[config.mk]
export PLATFORM = sky130hd
export DESIGN_NAME = pending_send_latency_table
export DESIGN_NICKNAME = d
export VERILOG_FILES = /design/src/psl_pkg.sv /design/src/pending_send_latency_table.sv /design/src/psl_ram.sv /design/src/psl_datapath.sv /design/src/psl_ctrl.sv
export SDC_FILE = /design/constraint.sdc
export NUM_CORES = 1
export LEC_CHECK = 0
export BUFFER_PORTS_ARGS = -buffer_cell sky130_fd_sc_hd__buf_2
export CAP_MARGIN = 5
export CORE_MARGIN = 10
export CORE_UTILIZATION = 35
export CTS_CLUSTER_SIZE = 8
export DETAILED_ROUTE_END_ITERATION = 10
export GPL_TIMING_DRIVEN = 1
export SLEW_MARGIN = 20
export SYNTH_ARGS = -nofsm -noshare
export SYNTH_HDL_FRONTEND = slang
export SYNTH_SLANG_ARGS = --single-unit
[constraint.sdc]
create_clock -name clk -period 14.1 [get_ports clk]
set_input_delay 2.115 -clock clk [delete_from_list [all_inputs] [get_ports clk]]
set_output_delay 2.115 -clock clk [all_outputs]
set_load 0.05 [all_outputs]
[src/psl_pkg.sv]
// Shared types and constants for the pending send latency table.
package psl_pkg;

  localparam int TABLE_ENTRIES_DEF = 8;
  localparam int ID_W   = 32;
  localparam int TIME_W = 32;
  localparam int ENTRY_W = ID_W + TIME_W;

  typedef enum logic [1:0] {
    FUNC_TICK = 2'd0,
    FUNC_SEND = 2'd1,
    FUNC_ACK  = 2'd2
  } func_t;

  typedef struct packed {
    logic tick;      // advance the millisecond counter
    logic send;      // write entry at the ring cursor
    logic start;     // latch id, issue read of entry zero
    logic step;      // compare one entry, issue next read
    logic capture;   // latch the search result
    logic load_out;  // move result to the output register
  } psl_cmd_t;

  typedef struct packed {
    logic hit;       // entry under compare matches
    logic last;      // entry under compare is the final one
    logic out_free;  // output register can take a result
  } psl_sts_t;

endpackage

[src/pending_send_latency_table.sv]
// Top level of the pending send latency table.
// Tick and send transactions leave the input open; a new transaction is taken the next cycle.
// An acknowledge latches the id, then compares the entries one at a time in index order until
// the first match or the final entry, captures the result and loads the output register once
// it is free; the input reopens after that load and is held while the output register is full.
// Synchronous active-low reset clears timer, cursor, pending bits, output valid and controller state only.
module pending_send_latency_table import psl_pkg::*; #(
  parameter int TABLE_ENTRIES = TABLE_ENTRIES_DEF
) (
  input  logic              clk,
  input  logic              rst_n,
  input  logic              in_valid,
  output logic              in_ready,
  input  logic [1:0]        in_func,
  input  logic [ID_W-1:0]   in_packet_id,
  output logic              out_valid,
  input  logic              out_ready,
  output logic              out_found,
  output logic [TIME_W-1:0] out_latency
);

  psl_cmd_t cmd;
  psl_sts_t sts;

  psl_ctrl u_ctrl (
    .clk     (clk),
    .rst_n   (rst_n),
    .in_valid(in_valid),
    .in_ready(in_ready),
    .in_func (in_func),
    .sts     (sts),
    .cmd     (cmd)
  );

  psl_datapath #(
    .TABLE_ENTRIES(TABLE_ENTRIES)
  ) u_dp (
    .clk         (clk),
    .rst_n       (rst_n),
    .cmd         (cmd),
    .sts         (sts),
    .in_packet_id(in_packet_id),
    .out_valid   (out_valid),
    .out_ready   (out_ready),
    .out_found   (out_found),
    .out_latency (out_latency)
  );

  // a miss always reports zero latency
  a_miss_zero: assert property (@(posedge clk) disable iff (!rst_n)
    out_valid && !out_found |-> out_latency == '0)
    else $error("miss result with nonzero latency");

  // never overwrite a result that has not been taken
  a_no_overwrite: assert property (@(posedge clk) disable iff (!rst_n)
    cmd.load_out |-> sts.out_free)
    else $error("output register overwritten");

  // an accepted acknowledge blocks the input for the search
  a_ack_busy: assert property (@(posedge clk) disable iff (!rst_n)
    in_valid && in_ready && (in_func == FUNC_ACK) |=> !in_ready)
    else $error("input taken during acknowledge search");

  // the search ends only on a match or at the final entry
  a_capture_cause: assert property (@(posedge clk) disable iff (!rst_n)
    cmd.capture |-> cmd.step && (sts.hit || sts.last))
    else $error("search ended early");

endmodule

[src/psl_ram.sv]
// Generic single-write, single-read RAM with registered read data.
module psl_ram #(
  parameter int WIDTH = 64,
  parameter int DEPTH = 8,
  localparam int AW = (DEPTH > 1) ? $clog2(DEPTH) : 1
) (
  input  logic             clk,
  input  logic             we,
  input  logic [AW-1:0]    waddr,
  input  logic [WIDTH-1:0] wdata,
  input  logic [AW-1:0]    raddr,
  output logic [WIDTH-1:0] rdata
);

  logic [WIDTH-1:0] mem [DEPTH];

  always_ff @(posedge clk) begin
    if (we) begin
      mem[waddr] <= wdata;
    end
    rdata <= mem[raddr];
  end

endmodule

[src/psl_datapath.sv]
// Datapath: timer, ring cursor, pending bits, entry RAM, compare and result registers.
module psl_datapath import psl_pkg::*; #(
  parameter int TABLE_ENTRIES = TABLE_ENTRIES_DEF,
  localparam int IDXW = $clog2(TABLE_ENTRIES)
) (
  input  logic              clk,
  input  logic              rst_n,
  input  psl_cmd_t          cmd,
  output psl_sts_t          sts,
  input  logic [ID_W-1:0]   in_packet_id,
  output logic              out_valid,
  input  logic              out_ready,
  output logic              out_found,
  output logic [TIME_W-1:0] out_latency
);

  localparam logic [IDXW-1:0] LAST_IDX = IDXW'(TABLE_ENTRIES - 1);

  logic [TIME_W-1:0]        time_now_r;
  logic [IDXW-1:0]          slot_r;
  logic [TABLE_ENTRIES-1:0] pending_r;
  logic [ID_W-1:0]          id_r;
  logic [IDXW-1:0]          rd_idx_r;
  logic [IDXW-1:0]          cmp_idx_r;
  logic                     res_found_r;
  logic [TIME_W-1:0]        res_lat_r;
  logic                     out_valid_r;
  logic                     out_found_r;
  logic [TIME_W-1:0]        out_lat_r;

  logic [IDXW-1:0]    raddr;
  logic [ENTRY_W-1:0] rdata;
  logic [ID_W-1:0]    rd_id;
  logic [TIME_W-1:0]  rd_sent;
  logic [TIME_W-1:0]  lat_diff;

  assign raddr   = cmd.step ? rd_idx_r : '0;
  assign rd_id   = rdata[ENTRY_W-1:TIME_W];
  assign rd_sent = rdata[TIME_W-1:0];
  assign lat_diff = time_now_r - rd_sent;

  psl_ram #(
    .WIDTH(ENTRY_W),
    .DEPTH(TABLE_ENTRIES)
  ) u_entry_ram (
    .clk  (clk),
    .we   (cmd.send),
    .waddr(slot_r),
    .wdata({in_packet_id, time_now_r}),
    .raddr(raddr),
    .rdata(rdata)
  );

  assign sts.hit      = pending_r[cmp_idx_r] && (rd_id == id_r);
  assign sts.last     = (cmp_idx_r == LAST_IDX);
  assign sts.out_free = !out_valid_r || out_ready;

  always_ff @(posedge clk) begin
    if (!rst_n) begin
      time_now_r  <= '0;
      slot_r      <= '0;
      pending_r   <= '0;
      out_valid_r <= 1'b0;
    end else begin
      if (cmd.tick) begin
        time_now_r <= time_now_r + TIME_W'(1);
      end
      if (cmd.send) begin
        pending_r[slot_r] <= 1'b1;
        slot_r <= (slot_r == LAST_IDX) ? '0 : slot_r + IDXW'(1);
      end
      // free the matched entry
      if (cmd.capture && sts.hit) begin
        pending_r[cmp_idx_r] <= 1'b0;
      end
      if (cmd.load_out) begin
        out_valid_r <= 1'b1;
      end else if (out_ready) begin
        out_valid_r <= 1'b0;
      end
    end
  end

  always_ff @(posedge clk) begin
    if (cmd.start) begin
      id_r      <= in_packet_id;
      rd_idx_r  <= IDXW'(1);
      cmp_idx_r <= '0;
    end else if (cmd.step) begin
      cmp_idx_r <= cmp_idx_r + IDXW'(1);
      // hold at the final entry; reads past the search end are ignored
      if (rd_idx_r != LAST_IDX) begin
        rd_idx_r <= rd_idx_r + IDXW'(1);
      end
    end
    if (cmd.capture) begin
      res_found_r <= sts.hit;
      res_lat_r   <= sts.hit ? lat_diff : '0;
    end
    if (cmd.load_out) begin
      out_found_r <= res_found_r;
      out_lat_r   <= res_lat_r;
    end
  end

  assign out_valid   = out_valid_r;
  assign out_found   = out_found_r;
  assign out_latency = out_lat_r;

endmodule

[src/psl_ctrl.sv]
// Controller: decodes transactions and sequences the acknowledge search.
module psl_ctrl import psl_pkg::*; (
  input  logic       clk,
  input  logic       rst_n,
  input  logic       in_valid,
  output logic       in_ready,
  input  logic [1:0] in_func,
  input  psl_sts_t   sts,
  output psl_cmd_t   cmd
);

  typedef enum logic [2:0] {
    ST_IDLE = 3'b001,
    ST_SCAN = 3'b010,
    ST_OUT  = 3'b100
  } state_t;

  state_t state_r, state_nxt;

  always_comb begin
    state_nxt = state_r;
    cmd       = '0;
    in_ready  = 1'b0;
    case (state_r)
      ST_IDLE: begin
        in_ready = 1'b1;
        if (in_valid) begin
          case (func_t'(in_func))
            FUNC_TICK: cmd.tick = 1'b1;
            FUNC_SEND: cmd.send = 1'b1;
            FUNC_ACK: begin
              cmd.start = 1'b1;
              state_nxt = ST_SCAN;
            end
            default: ; // drop unused kind
          endcase
        end
      end
      ST_SCAN: begin
        cmd.step = 1'b1;
        if (sts.hit || sts.last) begin
          cmd.capture = 1'b1;
          state_nxt   = ST_OUT;
        end
      end
      ST_OUT: begin
        if (sts.out_free) begin
          cmd.load_out = 1'b1;
          state_nxt    = ST_IDLE;
        end
      end
      default: state_nxt = ST_IDLE;
    endcase
  end

  always_ff @(posedge clk) begin
    if (!rst_n) begin
      state_r <= ST_IDLE;
    end else begin
      state_r <= state_nxt;
    end
  end

endmodule
==> results.yml, run 1 <==
outcome:
  status: "complete, no violations"
sta:
  slew_viol_final: 0
  maxSlewHeadroom: 0.260
  worst_pin_slew_ps: 1110
  clock_skew_ps: 32.6
  setup-tns-final_ps: 0
  period_needed_ps: 4290
  max_freq_mhz: 233
  hold_viol_final: 0
  finalCritPeriodShare: 0.304
  setup_slack_ps: 9810
  rsz0062_at_grt: "false"
  setup_viol_count_final: 0
setup_path:
  worstSetupStartpointType: "input port"
  cpPeakStageDelay_ps: 860
  cpMaxStageDelayCell: "nor2_4"
  cp_data_required_time_ps: 14370
  crit_type: "in2reg"
  cp_max_fo: 39
  crit_arrival_ps: 4560
  cp_cell_sequence: "buf_2 -> nand4bb_4 -> nor2_1 -> nand3_1 -> nor2_4 -> buf_4"
  worstSetupEndpointType: "flip-flop"
finish:
  final_area_mm2: 0.0337
  num-nets-final: 2560
  drive_above_1_share: 0.0912
  diodes: 0
  final_cell_mix: "610 x edfxtp_1, 315 x nand2_1, 297 x o21ai_0"
  final_common_cell: "edfxtp_1"
  syn2layout_area_growth_pct: 15.0
  postLayoutCoreUtil: 0.405
routing:
  drtIter0Drc: 1586
  met1_length_mm: 30.2
  met2_length_mm: 32.5
  post_drt_wl_per_cell_um: 19.0
  num_vias: 18672
  post_drt_via_cell_ratio: 5.12
  drc: 0
  top_layer: "met5"
  firstDrtPassIters: 5
  wirelength_mm: 69.4
  met3_length_mm: 4.58
  antenna_left: 0
power_and_ir_drop:
  p_int_uw: 3700
  p_sw_uw: 936
  cellPowerDensity_mw_per_mm2: 137
  leakage_uw: 0.0120
  ir_drop_mv: 0.0973
  pwr-share-clk: 0.478
  pwr-share-seq: 0.505
  switching_share: 0.202
  p_comb_frac: 0.017
clock_tree:
  post-cts-setup-buffers: 0
  insertion_delay_ps: 650
  clock-sinks: 727
  htree_levels: 3
  cts-root-buf: "clkbuf_16"
  cts_tree: "built"
  cts_buffers: 100
  clkSlewWorstSetupHoldPaths_ps: 60
  clock_path_buffers: 3
  hold_buffers: 0
  cts-resized-gates: 0
synthesis:
  synth_top_area_frac: 0.625
  synthCells: 2418
  synth_top_area_cell: "edfxtp_1"
  synth_area_leaders: "edfxtp_1 62%, dfxtp_1 8.0%, o21ai_0 5.1%"
  yosysSeqAreaShare: 0.705
  synth_edf_count: 610
  syn_avg_cell_area_um2: 12.1
  yosysUniqueCellTypes: 58
  synth_seq_cells: 727
  syn-num-nets: 2495
  synthFlopType: "edfxtp_1"
  netlist_area_mm2: 0.0293
  yosys_warnings: 0
  async_flop_share: 0
global_route:
  grt_pass1_vias: 18743
  antenna_found_initial: 10
  track_usage: 0.144
  grt_pass1_wl_mm: 108
  grt_max_degree: 131
  overflow: 0
min_path:
  hold_class: "reg2reg"
die:
  dieArea_mm2: 0.0957
  die_h_um: 309
  ios: 73
  initial_utilization: 0.352
  num_rows: 106
  die_x_um: 309
  core_area_mm2: 0.0833
place:
  post-place-ws_ps: 9140
  place_congestion: 0.822
  io_buffers: 72
  placed_area_mm2: 0.0308
  dpl.hpwl_mm: 39.8
flow_run:
  drv_cap: 0
[worst paths after layout]
check                     start                           to  slack, ps  cells past startpoint
max                    in_valid  u_dp.u_entry_ram.mem[7][46]       9810                      6
min          u_dp.res_lat_r[28]         u_dp.out_latency[28]        410                      0
max reg2reg       u_dp.id_r[22]            u_dp.pending_r[3]      10050                      7
min reg2reg  u_dp.res_lat_r[28]         u_dp.out_latency[28]        410                      0
[cells by family (layout without fill, tap and decap cells)]
family,count (synthesis),after routing,synth area share
XOR/XNOR,92,92,0.0275
buffers and inverters,175,323,0.0235
AND/OR/NAND/NOR,857,857,0.132
adder cells (fa/ha/maj),39,39,0.0169
multiplexers,2,2,0.000768
flip-flops,727,727,0.705
AO/OA/AOI/OAI,526,526,0.0947
[critical path, delay by kind of cell]
kind	cells	cell delay [ps]
simple gates	4	1540
buf+inv	2	850
[layout make-up]
| type | count | area [um2] |
|---|---|---|
| repair buffers | 98 | 572 |
| multi-input cells | 1516 | 8060 |
| inverters | 40 | 150 |
| clock inverters | 6 | 100 |
| flip-flops and latches | 727 | 20700 |
| well taps | 1080 | 1350 |
| clock buffers | 179 | 2820 |
| fillers | 7766 | 49600 |
[metrics by stage]
| step | std cells | total power (uW) | hold WS (ps) |
|---|---|---|---|
| after CTS | 3646 | 4680 | 409 |
| after floorplan | 2418 | 2420 | 400 |
| after global routing | 3646 | 4790 | 418 |
| final | 3646 | 4630 | 407 |
| after global placement | 3460 | 2450 | 401 |
| after detailed placement | 3461 | 2460 | 405 |
[per-layer routing]
metal	GRT usage	vias to the layer above
met1	0.187	9054
met2	0.236	558
met4	0.0483	12
met3	0.0342	150
met5	0	-
li1	-	8898
[registers in the layout, summed over array words and instances, names as in the netlist]
| signal | cells |
|---|---|
| u_dp.u_entry_ram.mem | 512 |
| u_dp.u_entry_ram.rdata | 64 |
| u_dp.id_r | 32 |
| u_dp.out_latency | 32 |
| u_dp.res_lat_r | 32 |
| u_dp.time_now_r | 32 |
| u_dp.pending_r | 8 |
| u_ctrl.state_r | 3 |
| u_dp.cmp_idx_r | 3 |
| u_dp.rd_idx_r | 3 |
| u_dp.slot_r | 3 |
| u_dp.out_found | 1 |
| u_dp.out_valid | 1 |
| u_dp.res_found_r | 1 |
[Yosys cell counts (20+ instances only)]
cell type / number
xnor2_1: 70
o21ai_0: 297
ha_1: 38
nand3_1: 212
a21oi_1: 177
buf_2: 23
xor2_1: 22
inv_1: 40
and2_1: 36
edfxtp_1: 610
nor2_1: 190
dfxtp_1: 117
clkbuf_1: 101
nand2_1: 319
nand4_1: 20
[power by group through the flow]
stage | clock, uW | combinational, uW | sequential, uW
final | 2210 | 79.4 | 2340
after global routing | 2360 | 89.3 | 2340
after CTS | 2260 | 80.2 | 2340
after detailed placement | 0 | 79.7 | 2380
after global placement | 0 | 76.9 | 2380
after floorplan | 0 | 46.4 | 2380
No activity file was read; power rests on OpenSTA's default activity.
==> inputs of run 2 (changes only) <==
==> constraint.sdc (replaced) <==
create_clock -name clk -period 4.2 [get_ports clk]
set_input_delay 0.63 -clock clk [delete_from_list [all_inputs] [get_ports clk]]
set_output_delay 0.63 -clock clk [all_outputs]
set_load 0.05 [all_outputs]
==> run 2 against run 1 <==
  * Critical path depth increased by 4
  * Sequential share of layout area decreased by 0.38 points
  * Clock-buffer cell count decreased by 7
  * Via count increased by 1.9%
  * Non-clock buffer count increased by 9
  * Critical path type is now reg2reg
  * Largest cell class unchanged
  * Largest power group unchanged
==> results.yml, run 2 (synthesis results as in run 1) <==
finish:
  syn2layout_area_growth_pct: 15.7
  max_flop_register: "u_dp.u_entry_ram.mem"
  largest_reg_flops: 512
  drive_above_1_share: 0.0946
  final_cell_count_no_fill: 3649
  final_common_cell: "edfxtp_1"
  top_regs: "u_dp.u_entry_ram.mem x512, u_dp.u_entry_ram.rdata x64"
  final_area_mm2: 0.0339
  num-nets-final: 2569
  postLayoutCoreUtil: 0.407
  final_cell_mix: "610 x edfxtp_1, 315 x nand2_1, 297 x o21ai_0"
setup_path:
  cp_max_fo: 11
  crit_arrival_ps: 3550
  cp_data_required_time_ps: 4580
  crit_type: "reg2reg"
  worstSetupStartpointType: "flip-flop"
  worstSetupEndpointType: "flip-flop"
global_route:
  grt_max_degree: 259
  overflow: 0
  grt_pass1_wl_mm: 108
  track_usage: 0.145
  antenna_found_initial: 9
  grt_pass1_vias: 18409
routing:
  drtIter0Drc: 1518
  antenna_left: 0
  wirelength_mm: 70.8
  num_vias: 19026
  post_drt_wl_per_cell_um: 19.4
  post_drt_via_cell_ratio: 5.21
  drc: 0
  firstDrtPassIters: 6
clock_tree:
  hold_buffers: 0
  post-cts-setup-buffers: 0
  cts_buffers: 100
  clock_path_buffers: 3
  cts-resized-gates: 0
  clock-sinks: 727
  insertion_delay_ps: 670
  cts_tree: "built"
  cts-root-buf: "clkbuf_16"
  clkSlewWorstSetupHoldPaths_ps: 50
  htree_levels: 3
sta:
  period_needed_ps: 3170
  max_freq_mhz: 315
  clock_skew_ps: 42.2
  setup_viol_count_final: 0
  rsz0062_at_grt: "false"
  hold_viol_final: 0
  hold_slack_ps: 253
  worst_pin_slew_ps: 1150
  maxSlewHeadroom: 0.235
  setup_slack_ps: 1030
  finalCritPeriodShare: 0.755
  slew_viol_final: 0
power_and_ir_drop:
  p_sw_uw: 3160
  switching_share: 0.203
  pwr-share-clk: 0.478
  cellPowerDensity_mw_per_mm2: 458
  leakage_uw: 0.0120
  p_int_uw: 12400
  pwr-share-seq: 0.504
  p_comb_frac: 0.018
  ir_drop_mv: 0.403
place:
  io_buffers: 72
  post-place-ws_ps: 1080
  dpl.hpwl_mm: 38.9
  place_congestion: 0.843
  dpl.cell_count: 3470
  placed_area_mm2: 0.0310
min_path:
  hold_class: "in2reg"
die:
  num_rows: 106
  die_h_um: 309
  dieArea_mm2: 0.0957
  core_area_mm2: 0.0833
  ios: 73
  initial_utilization: 0.352
  die_x_um: 309
outcome:
  status: "complete, no violations"
flow_run:
  drv_cap: 0
run 2: worst paths after layout:
kind                                       to  cells after the start  slack, ps                from
setup / recovery           u_dp.res_lat_r[30]                     10       1030  u_dp.time_now_r[0]
hold reg to reg          u_dp.out_latency[30]                      0        420  u_dp.res_lat_r[30]
setup reg to reg           u_dp.res_lat_r[30]                     10       1030  u_dp.time_now_r[0]
hold / removal    u_dp.u_entry_ram.mem[5][61]                      1        250    in_packet_id[29]
run 2: critical path, stage by stage, from the launching register on:
cell	delay (ps)
dfxtp_1	500
inv_1	140
ha_1	230
fa_1	480
nand2b_1	190
a21oi_1	300
o2111ai_1	210
a21oi_1	390
o21ai_0	210
xor2_1	170
nor2_1	60
run 2: routing by layer:
metal  vias to the layer above  wire [um]  track usage
met1                      9379      31200        0.195
li1                       8908          -            -
met2                       607      33400        0.238
met5                         -         53            0
met4                         8       1580       0.0435
met3                       124       4570       0.0260
run 2: stage by stage:
step                total power [uW]  TNS, ps
finish                         15600        0
floorplan                       8130  -438430
detailed placement              8250        0
CTS                            15700        0
global placement                8240        0
global route                   16100        0
run 2: area by class of cell:
class	count	area (um2)
Clock buffer	172	2790
Sequential cell	727	20700
Inverter	40	150
Multi-Input combinational cell	1516	8080
Antenna cell	1	2.50
Tap cell	1080	1350
Timing Repair Buffer	107	748
Fill cell	7716	49400
Clock inverter	6	135
run 2: power by group through the flow:
stage / combinational (uW) / clock [uW] / sequential, uW
finish: 274 / 7440 / 7840
global route: 308 / 7920 / 7840
CTS: 276 / 7590 / 7840
detailed placement: 274 / 0 / 7980
global placement: 266 / 0 / 7980
floorplan: 156 / 0 / 7980
